File: config.mk
export PLATFORM = sky130hd
export DESIGN_NAME = row_edge_ratio_search
export DESIGN_NICKNAME = d
export VERILOG_FILES = /design/src/rtl/rer_pkg.sv /design/src/rtl/row_edge_ratio_search.sv /design/src/rtl/rer_ram.sv
export SDC_FILE = /design/constraint.sdc
export NUM_CORES = 2
export LEC_CHECK = 0
export BUFFER_PORTS_ARGS = -buffer_cell sky130_fd_sc_hd__buf_2
export CAP_MARGIN = 20
export CORE_MARGIN = 4
export CORE_UTILIZATION = 40
export CTS_CLUSTER_SIZE = 24
export DETAILED_ROUTE_END_ITERATION = 10
export PLACE_DENSITY = 0.66
export SKIP_LAST_GASP = 1
export SLEW_MARGIN = 30
export SYNTH_ARGS = -nofsm -noshare
export SYNTH_HDL_FRONTEND = slang
export SYNTH_HIERARCHICAL = 1
export SYNTH_SLANG_ARGS = --single-unit
File: constraint.sdc
create_clock -name clk -period 14.82 [get_ports clk]
set_clock_uncertainty 0.05 [all_clocks]
set_input_delay 2.964 -clock clk [delete_from_list [all_inputs] [get_ports clk]]
set_output_delay 2.964 -clock clk [all_outputs]
set_load 0.01 [all_outputs]
File: src/rtl/rer_pkg.sv
package rer_pkg;

    localparam int MAX_COLUMNS = 256;
    localparam int COL_W       = $clog2(MAX_COLUMNS);
    localparam int PIX_W       = 8;
    localparam int ROW_W       = 8;
    localparam int STEP        = 3;
    localparam int CFG_W       = 9;
    localparam int APB_DATA_W  = 32;
    localparam int APB_ADDR_W  = 3;

    localparam logic [1:0] MODE_LOAD  = 2'd0;
    localparam logic [1:0] MODE_LEFT  = 2'd1;
    localparam logic [1:0] MODE_RIGHT = 2'd2;

    localparam logic REG_THRESHOLD    = 1'b0;
    localparam logic REG_ACTIVE_WIDTH = 1'b1;

    localparam logic [CFG_W-1:0] THRESHOLD_RESET = CFG_W'(64);
    localparam logic [CFG_W-1:0] WIDTH_RESET     = CFG_W'(256);
    localparam logic [CFG_W-1:0] WIDTH_MAX       = CFG_W'(MAX_COLUMNS);

endpackage

File: src/rtl/row_edge_ratio_search.sv
// Row edge search by difference over sum. Load items (mode 0) write one grey
// pixel into a 256-entry line buffer and are taken one per cycle while no
// search runs. A search item (mode 1 leftward, mode 2 rightward) walks the row
// from its start column in steps of 3, comparing each pixel a with the pixel
// b four columns further on, and stops at the first column where
// |a-b|*256 > ratio_threshold*(a+b). The line buffer's one read port sets the
// pace: each column checked reads a, reads b, then multiplies and compares; a
// search ends by waiting for the output register to free, and no item is
// taken meanwhile. The result carries the column found (else the last column
// checked, else 0), the row (0 if none was checked) and a found flag; it
// waits in an output register so loads may continue.
// Rightward scans are bounded by active_width, clamped to 256. Every column a
// search reads must have been loaded since reset.
module row_edge_ratio_search
    import rer_pkg::*;
(
    input  logic                  clk,
    input  logic                  rst_n,
    input  logic                  s_tvalid,
    output logic                  s_tready,
    input  logic [23:0]           s_tdata,   // column, pixel, row
    input  logic [1:0]            s_tuser,   // mode
    output logic                  m_tvalid,
    input  logic                  m_tready,
    output logic [15:0]           m_tdata,   // edge_column, edge_row
    output logic                  m_tuser,   // edge_found
    input  logic                  psel,
    input  logic                  penable,
    input  logic                  pwrite,
    input  logic [APB_ADDR_W-1:0] paddr,
    input  logic [APB_DATA_W-1:0] pwdata,
    output logic [APB_DATA_W-1:0] prdata,
    output logic                  pready
);

    localparam logic [2:0] ST_IDLE    = 3'd0;
    localparam logic [2:0] ST_CHECK   = 3'd1;
    localparam logic [2:0] ST_READ_B  = 3'd2;
    localparam logic [2:0] ST_COMPARE = 3'd3;
    localparam logic [2:0] ST_DONE    = 3'd4;

    logic [2:0]       state_reg, state_next;
    logic [CFG_W-1:0] thr_reg, thr_next;
    logic [CFG_W-1:0] width_reg, width_next;
    logic [COL_W-1:0] col_reg, col_next;
    logic [ROW_W-1:0] row_reg, row_next;
    logic             left_reg, left_next;
    logic [COL_W-1:0] fcol_reg, fcol_next;
    logic [ROW_W-1:0] frow_reg, frow_next;
    logic             found_reg, found_next;
    logic [PIX_W-1:0] a_reg, a_next;
    logic             ovalid_reg, ovalid_next;
    logic [15:0]      odata_reg, odata_next;
    logic             ofound_reg, ofound_next;

    logic [1:0]        in_mode;
    logic [COL_W-1:0]  in_col;
    logic [PIX_W-1:0]  in_pix;
    logic [ROW_W-1:0]  in_row;
    logic              in_acc;
    logic              cfg_wr;
    logic [CFG_W-1:0]  width_eff;
    logic              in_range;
    logic [COL_W-1:0]  partner;
    logic [COL_W-1:0]  rd_addr;
    logic              rd_en;
    logic [PIX_W-1:0]  rd_data;
    logic [PIX_W-1:0]  diff;
    logic [PIX_W:0]    sum;
    logic [2*CFG_W-1:0] prod;
    logic              hit;

    assign in_col  = s_tdata[COL_W-1:0];
    assign in_pix  = s_tdata[COL_W+PIX_W-1:COL_W];
    assign in_row  = s_tdata[COL_W+PIX_W+ROW_W-1:COL_W+PIX_W];
    assign in_mode = s_tuser;

    assign s_tready = (state_reg == ST_IDLE);
    assign in_acc   = s_tvalid && s_tready;

    assign pready = 1'b1;
    assign cfg_wr = psel && penable && pwrite && pready;
    assign prdata = (paddr[2] == REG_ACTIVE_WIDTH)
                  ? {{(APB_DATA_W-CFG_W){1'b0}}, width_reg}
                  : {{(APB_DATA_W-CFG_W){1'b0}}, thr_reg};

    assign width_eff = (width_reg > WIDTH_MAX) ? WIDTH_MAX : width_reg;
    assign in_range  = left_reg
                     ? (col_reg > COL_W'(STEP + 1))
                     : ((10'(col_reg) + 10'(STEP + 1)) < 10'(width_eff));
    assign partner   = left_reg ? (col_reg - COL_W'(STEP + 1))
                                : (col_reg + COL_W'(STEP + 1));

    assign rd_en   = (state_reg == ST_CHECK) || (state_reg == ST_READ_B);
    assign rd_addr = (state_reg == ST_READ_B) ? partner : col_reg;

    rer_ram #(
        .WIDTH (PIX_W),
        .DEPTH (MAX_COLUMNS)
    ) u_line_buf (
        .clk     (clk),
        .wr_en   (in_acc && (in_mode == MODE_LOAD)),
        .wr_addr (in_col),
        .wr_data (in_pix),
        .rd_en   (rd_en),
        .rd_addr (rd_addr),
        .rd_data (rd_data)
    );

    assign diff = (a_reg > rd_data) ? (a_reg - rd_data) : (rd_data - a_reg);
    assign sum  = {1'b0, a_reg} + {1'b0, rd_data};
    assign prod = (2*CFG_W)'(thr_reg) * (2*CFG_W)'(sum);
    assign hit  = (sum != '0)
               && ({{(2*CFG_W-2*PIX_W){1'b0}}, diff, {PIX_W{1'b0}}} > prod);

    always_comb
    begin
        state_next  = state_reg;
        thr_next    = thr_reg;
        width_next  = width_reg;
        col_next    = col_reg;
        row_next    = row_reg;
        left_next   = left_reg;
        fcol_next   = fcol_reg;
        frow_next   = frow_reg;
        found_next  = found_reg;
        a_next      = a_reg;
        ovalid_next = ovalid_reg && !m_tready;
        odata_next  = odata_reg;
        ofound_next = ofound_reg;

        if (cfg_wr)
        begin
            case (paddr[2])
                REG_THRESHOLD:    thr_next   = pwdata[CFG_W-1:0];
                REG_ACTIVE_WIDTH: width_next = pwdata[CFG_W-1:0];
                default:          thr_next   = thr_reg;
            endcase
        end

        case (state_reg)
            ST_IDLE:
            begin
                if (in_acc && ((in_mode == MODE_LEFT) || (in_mode == MODE_RIGHT)))
                begin
                    col_next   = in_col;
                    row_next   = in_row;
                    left_next  = (in_mode == MODE_LEFT);
                    fcol_next  = '0;
                    frow_next  = '0;
                    found_next = 1'b0;
                    state_next = ST_CHECK;
                end
            end
            ST_CHECK:
            begin
                if (in_range)
                begin
                    fcol_next  = col_reg;
                    frow_next  = row_reg;
                    state_next = ST_READ_B;
                end
                else
                begin
                    state_next = ST_DONE;
                end
            end
            ST_READ_B:
            begin
                a_next     = rd_data;
                state_next = ST_COMPARE;
            end
            ST_COMPARE:
            begin
                if (hit)
                begin
                    found_next = 1'b1;
                    state_next = ST_DONE;
                end
                else
                begin
                    col_next   = left_reg ? (col_reg - COL_W'(STEP))
                                          : (col_reg + COL_W'(STEP));
                    state_next = ST_CHECK;
                end
            end
            ST_DONE:
            begin
                if (!ovalid_reg || m_tready)
                begin
                    ovalid_next = 1'b1;
                    odata_next  = {frow_reg, fcol_reg};
                    ofound_next = found_reg;
                    state_next  = ST_IDLE;
                end
            end
            default:
            begin
                state_next = ST_IDLE;
            end
        endcase
    end

    always_ff @(posedge clk or negedge rst_n)
    begin
        if (!rst_n)
        begin
            state_reg  <= ST_IDLE;
            thr_reg    <= THRESHOLD_RESET;
            width_reg  <= WIDTH_RESET;
            found_reg  <= 1'b0;
            ovalid_reg <= 1'b0;
        end
        else
        begin
            state_reg  <= state_next;
            thr_reg    <= thr_next;
            width_reg  <= width_next;
            found_reg  <= found_next;
            ovalid_reg <= ovalid_next;
        end
    end

    always_ff @(posedge clk)
    begin
        col_reg    <= col_next;
        row_reg    <= row_next;
        left_reg   <= left_next;
        fcol_reg   <= fcol_next;
        frow_reg   <= frow_next;
        a_reg      <= a_next;
        odata_reg  <= odata_next;
        ofound_reg <= ofound_next;
    end

    assign m_tvalid = ovalid_reg;
    assign m_tdata  = odata_reg;
    assign m_tuser  = ofound_reg;

endmodule

File: src/rtl/rer_ram.sv
module rer_ram #(
    parameter int WIDTH = 8,
    parameter int DEPTH = 256
) (
    input  logic                     clk,
    input  logic                     wr_en,
    input  logic [$clog2(DEPTH)-1:0] wr_addr,
    input  logic [WIDTH-1:0]         wr_data,
    input  logic                     rd_en,
    input  logic [$clog2(DEPTH)-1:0] rd_addr,
    output logic [WIDTH-1:0]         rd_data
);

    logic [WIDTH-1:0] mem [DEPTH];

    always_ff @(posedge clk)
    begin
        if (wr_en)
        begin
            mem[wr_addr] <= wr_data;
        end
        if (rd_en)
        begin
            rd_data <= mem[rd_addr];
        end
    end

endmodule

==> flow_metrics.env <==
export IMPL_power_mw=22.0
export IMPL_numCtsBuffers=205
export IMPL_worstPathRequired_ns=15.26
export IMPL_die_area_sq_mm=0.227
export IMPL_hold_class="reg -> reg"
export IMPL_min_delay_path_depth=0
export IMPL_multiInputGateArea_sq_mm=0.0216
export IMPL_register_area_sq_mm=0.0641
export IMPL_avgSynthCellArea_sq_um=19.3
export IMPL_cpPeakStageDelay_ns=0.58
export IMPL_cap_viol_max_count=0
export IMPL_tightest_slew_ns=1.10
export IMPL_cts_sinks=2137
export IMPL_synthArstFlopShare_pct=1.08
export IMPL_synth_cells=4551
export IMPL_critPathArrivalTime_ns=8.85
export IMPL_clockRootBuffer="clkbuf_16"
export IMPL_power_leakage_nw=30.8
export IMPL_hold_start="fcol_reg[3]"
export IMPL_hold_viol=0
export IMPL_p_int_mw=13.6
export IMPL_routedWlPerCell_um=27.6
export IMPL_grt_max_degree=154
export IMPL_p_seq_share_pct=31.2
export IMPL_cp_end_kind="flop"
export IMPL_cts_tree="built"
export IMPL_clkLatencyLatePin_ns=0.85
export IMPL_cts_clk_slew_worst_paths_ns=0.06
export IMPL_synth_edf_count=2114
export IMPL_power_frac_clock_pct=22.3
export IMPL_rows=171
export IMPL_fin_nets=4859
export IMPL_fmax_mhz=119
export IMPL_drive_above_1_share_pct=20.0
export IMPL_die_width_um=476
export IMPL_p_comb_share_pct=46.5
export IMPL_crit_slowest_cell="o21bai_1"
export IMPL_crit_type="reg -> reg"
export IMPL_ys_seq_area_share_pct=73.1
export IMPL_finalSetupViolations=0
export IMPL_path_common_cell="fa_1"
export IMPL_n_fill_cell=18100
export IMPL_drt_iter0_drc=5606
export IMPL_grt_pass1_vias=44400
export IMPL_yosysUniqueCellTypes=88
export IMPL_slew_violations=0
export IMPL_fin_tns_setup_ns=0
export IMPL_cp_start_kind="flop"
export IMPL_grt_pass1_wl_um=309000
export IMPL_startpoint="a_reg[1]"
export IMPL_path_max_fanout=9
export IMPL_wl_um=212000
export IMPL_synth_area_sq_mm=0.0877
export IMPL_routabilityCongestion=0.867
export IMPL_dr_pass1_iters=6
export IMPL_largest_register="u_line_buf/mem"
export IMPL_syn2layout_area_growth_pct=10.9
export IMPL_io_pins=120
export IMPL_ctsResizeCount=0
export IMPL_dp_hpwl_um=128000
export IMPL_ys_flop_type="edfxtp_1"
export IMPL_cts_max_level=4
export IMPL_die_h_um=476
export IMPL_r2r_start="a_reg[1]"
export IMPL_max_slew_margin_pct=25.9
export IMPL_ant_nets=0
export IMPL_finalWorstPathRequiredPeriod_ns=8.42
export IMPL_gr_total_overflow=0
export IMPL_vias=44600
export IMPL_remaining_drc_errors=0
export IMPL_cts_hold_repair_buffers=0
export IMPL_post_cts_buffers=0
export IMPL_status="finished clean"
export IMPL_switching_share_pct=37.9
export IMPL_ys_ff_latch=2137
export IMPL_powerDensity_mw_per_mm2=226
export IMPL_grt_antenna_before_repair=7
export IMPL_ctsLongestPathBuffers=3
export IMPL_rsz0062_at_grt="no"
export IMPL_switchingPower_mw=8.33
export IMPL_port_buffers=70
export IMPL_largest_reg_flops=2048
export IMPL_vias_per_cell=5.82
export IMPL_track_usage_pct=18.4
export IMPL_peakVddDrop_mv=0.619
export IMPL_ys_warn_count=6
export IMPL_reg2reg_depth=29
export IMPL_initial_core_util_pct=40.3
export IMPL_coreArea_sq_mm=0.218
export IMPL_min_period_over_period_pct=56.8
## worst paths after layout
kind	endpoint	slack [ns]
max	col_reg[1]	6.40
min	m_tdata[3]	0.37
max reg2reg	col_reg[1]	6.40
min reg2reg	m_tdata[3]	0.37
max in group asynchronous	width_reg[8]	12.30
min in group asynchronous	state_reg[0]	2.04
## through the flow
| stage | std cells | hold WS [ns] | util (%) | instance area [sq um] | setup WS, ns |
|---|---|---|---|---|---|
| 2_1_floorplan | 4573 | 0.350 | - | 87700 | 7.49 |
| 3_3_place_gp | 7288 | 0.352 | 41.7 | 90800 | 6.44 |
| 3_5_place_dp | 7290 | 0.355 | 41.7 | 90800 | 6.36 |
| 4_1_cts | 7662 | 0.368 | 44.6 | 97100 | 6.30 |
| 5_1_grt | 7668 | 0.372 | 44.7 | 97200 | 5.72 |
| 6_report | 7671 | 0.368 | 44.7 | 97200 | 6.40 |
## area by class of cell
class	instances	share of cell area (%)
flip-flops and latches	2137	65.9
multi-input cells	2031	22.3
clock buffers	260	5.60
well taps	2854	3.67
repair buffers	150	1.25
clock inverters	112	0.835
inverters	122	0.471
diodes	5	0.0129
## power groups by stage
| stage | registers, mW | logic, mW | clock network (mW) |
|---|---|---|---|
| 2_1_floorplan | 6.93 | 7.41 | 0 |
| 3_5_place_dp | 6.98 | 10.2 | 0 |
| 4_1_cts | 6.86 | 10.2 | 4.99 |
| 3_3_place_gp | 6.98 | 10.1 | 0 |
| 6_report | 6.85 | 10.2 | 4.90 |
| 5_1_grt | 6.86 | 11.3 | 5.26 |
## layer usage
metal | wire [um] | GRT usage, % | share of wire, % | vias to the layer above
met4 | 6750 | 6.01 | 3.2 | 6
met2 | 98200 | 28.2 | 46 | 2219
met1 | 84800 | 25.7 | 40 | 23500
met3 | 21800 | 4.75 | 10 | 355
li1 | - | - | - | 18600
met5 | 193 | 0.672 | 0.091 | -
## cell usage after synthesis (all sizes together), types with 4 or more instances
master | n | area share (%)
a2111oi | 12 | 0.14
a211oi | 18 | 0.16
a21o | 10 | 0.086
a21oi | 133 | 0.76
a221oi | 15 | 0.16
a22o | 8 | 0.080
a22oi | 133 | 1.1
a311oi | 4 | 0.040
a31oi | 5 | 0.036
and2 | 49 | 0.35
and3 | 12 | 0.086
buf | 152 | 1.4
clkbuf | 131 | 0.56
clkinv | 4 | 0.017
dfrtp | 21 | 0.60
edfxtp | 2114 | 72
fa | 54 | 1.2
ha | 90 | 1.3
inv | 118 | 0.51
mux2 | 31 | 0.40
mux2i | 140 | 1.6
mux4 | 456 | 12
nand2 | 104 | 0.45
nand2b | 24 | 0.17
nand3 | 45 | 0.26
nand4 | 13 | 0.093
nor2 | 301 | 1.3
nor2b | 55 | 0.39
nor3 | 29 | 0.17
nor4 | 28 | 0.22
o211ai | 13 | 0.12
o21ai | 41 | 0.25
o21bai | 10 | 0.086
o221ai | 49 | 0.50
o22a | 6 | 0.060
o22ai | 30 | 0.21
o32ai | 6 | 0.069
or2 | 10 | 0.071
xnor2 | 20 | 0.20
xor2 | 12 | 0.12
## cell usage in the layout (no fill, tap or decap), types with 17 or more instances in the layout
cell type / n
buf_4: 61
mux2_2: 31
nand2_1: 102
nor3_1: 29
inv_1: 118
o221ai_1: 48
xnor2_1: 17
nand3_1: 44
fa_1: 54
a21oi_1: 132
clkinv_2: 34
and2_1: 49
clkbuf_16: 210
ha_1: 90
o22ai_1: 30
clkinv_1: 57
a22oi_1: 133
a211oi_1: 17
edfxtp_1: 2114
o21ai_0: 35
mux4_2: 454
nand2b_1: 24
nor4_1: 23
conb_1: 24
buf_2: 62
mux2i_1: 140
nor2_1: 289
clkbuf_1: 50
dfrtp_1: 21
nor2b_1: 50
## logic make-up (layout without fill, tap and decap cells)
| group | after synthesis | count (layout) | synth area share (%) |
|---|---|---|---|
| other cells | 2 | 29 | 0.00857 |
| fa+ha+maj | 144 | 144 | 2.52 |
| xor+xnor | 32 | 32 | 0.320 |
| buf+inv | 405 | 644 | 2.52 |
| flops | 2137 | 2137 | 73.1 |
| simple gates | 689 | 689 | 3.72 |
| compound gates | 515 | 515 | 4.12 |
| mux | 627 | 627 | 13.7 |
## critical path, delay by kind of cell, from the launching register on
family	cells	cell delay (ns)
flops	1	0.47
buf+inv	4	0.30
compound gates	13	3.50
xor+xnor	1	0.09
fa+ha+maj	7	3.06
simple gates	4	0.61
Power figures use the tool's default switching activity.
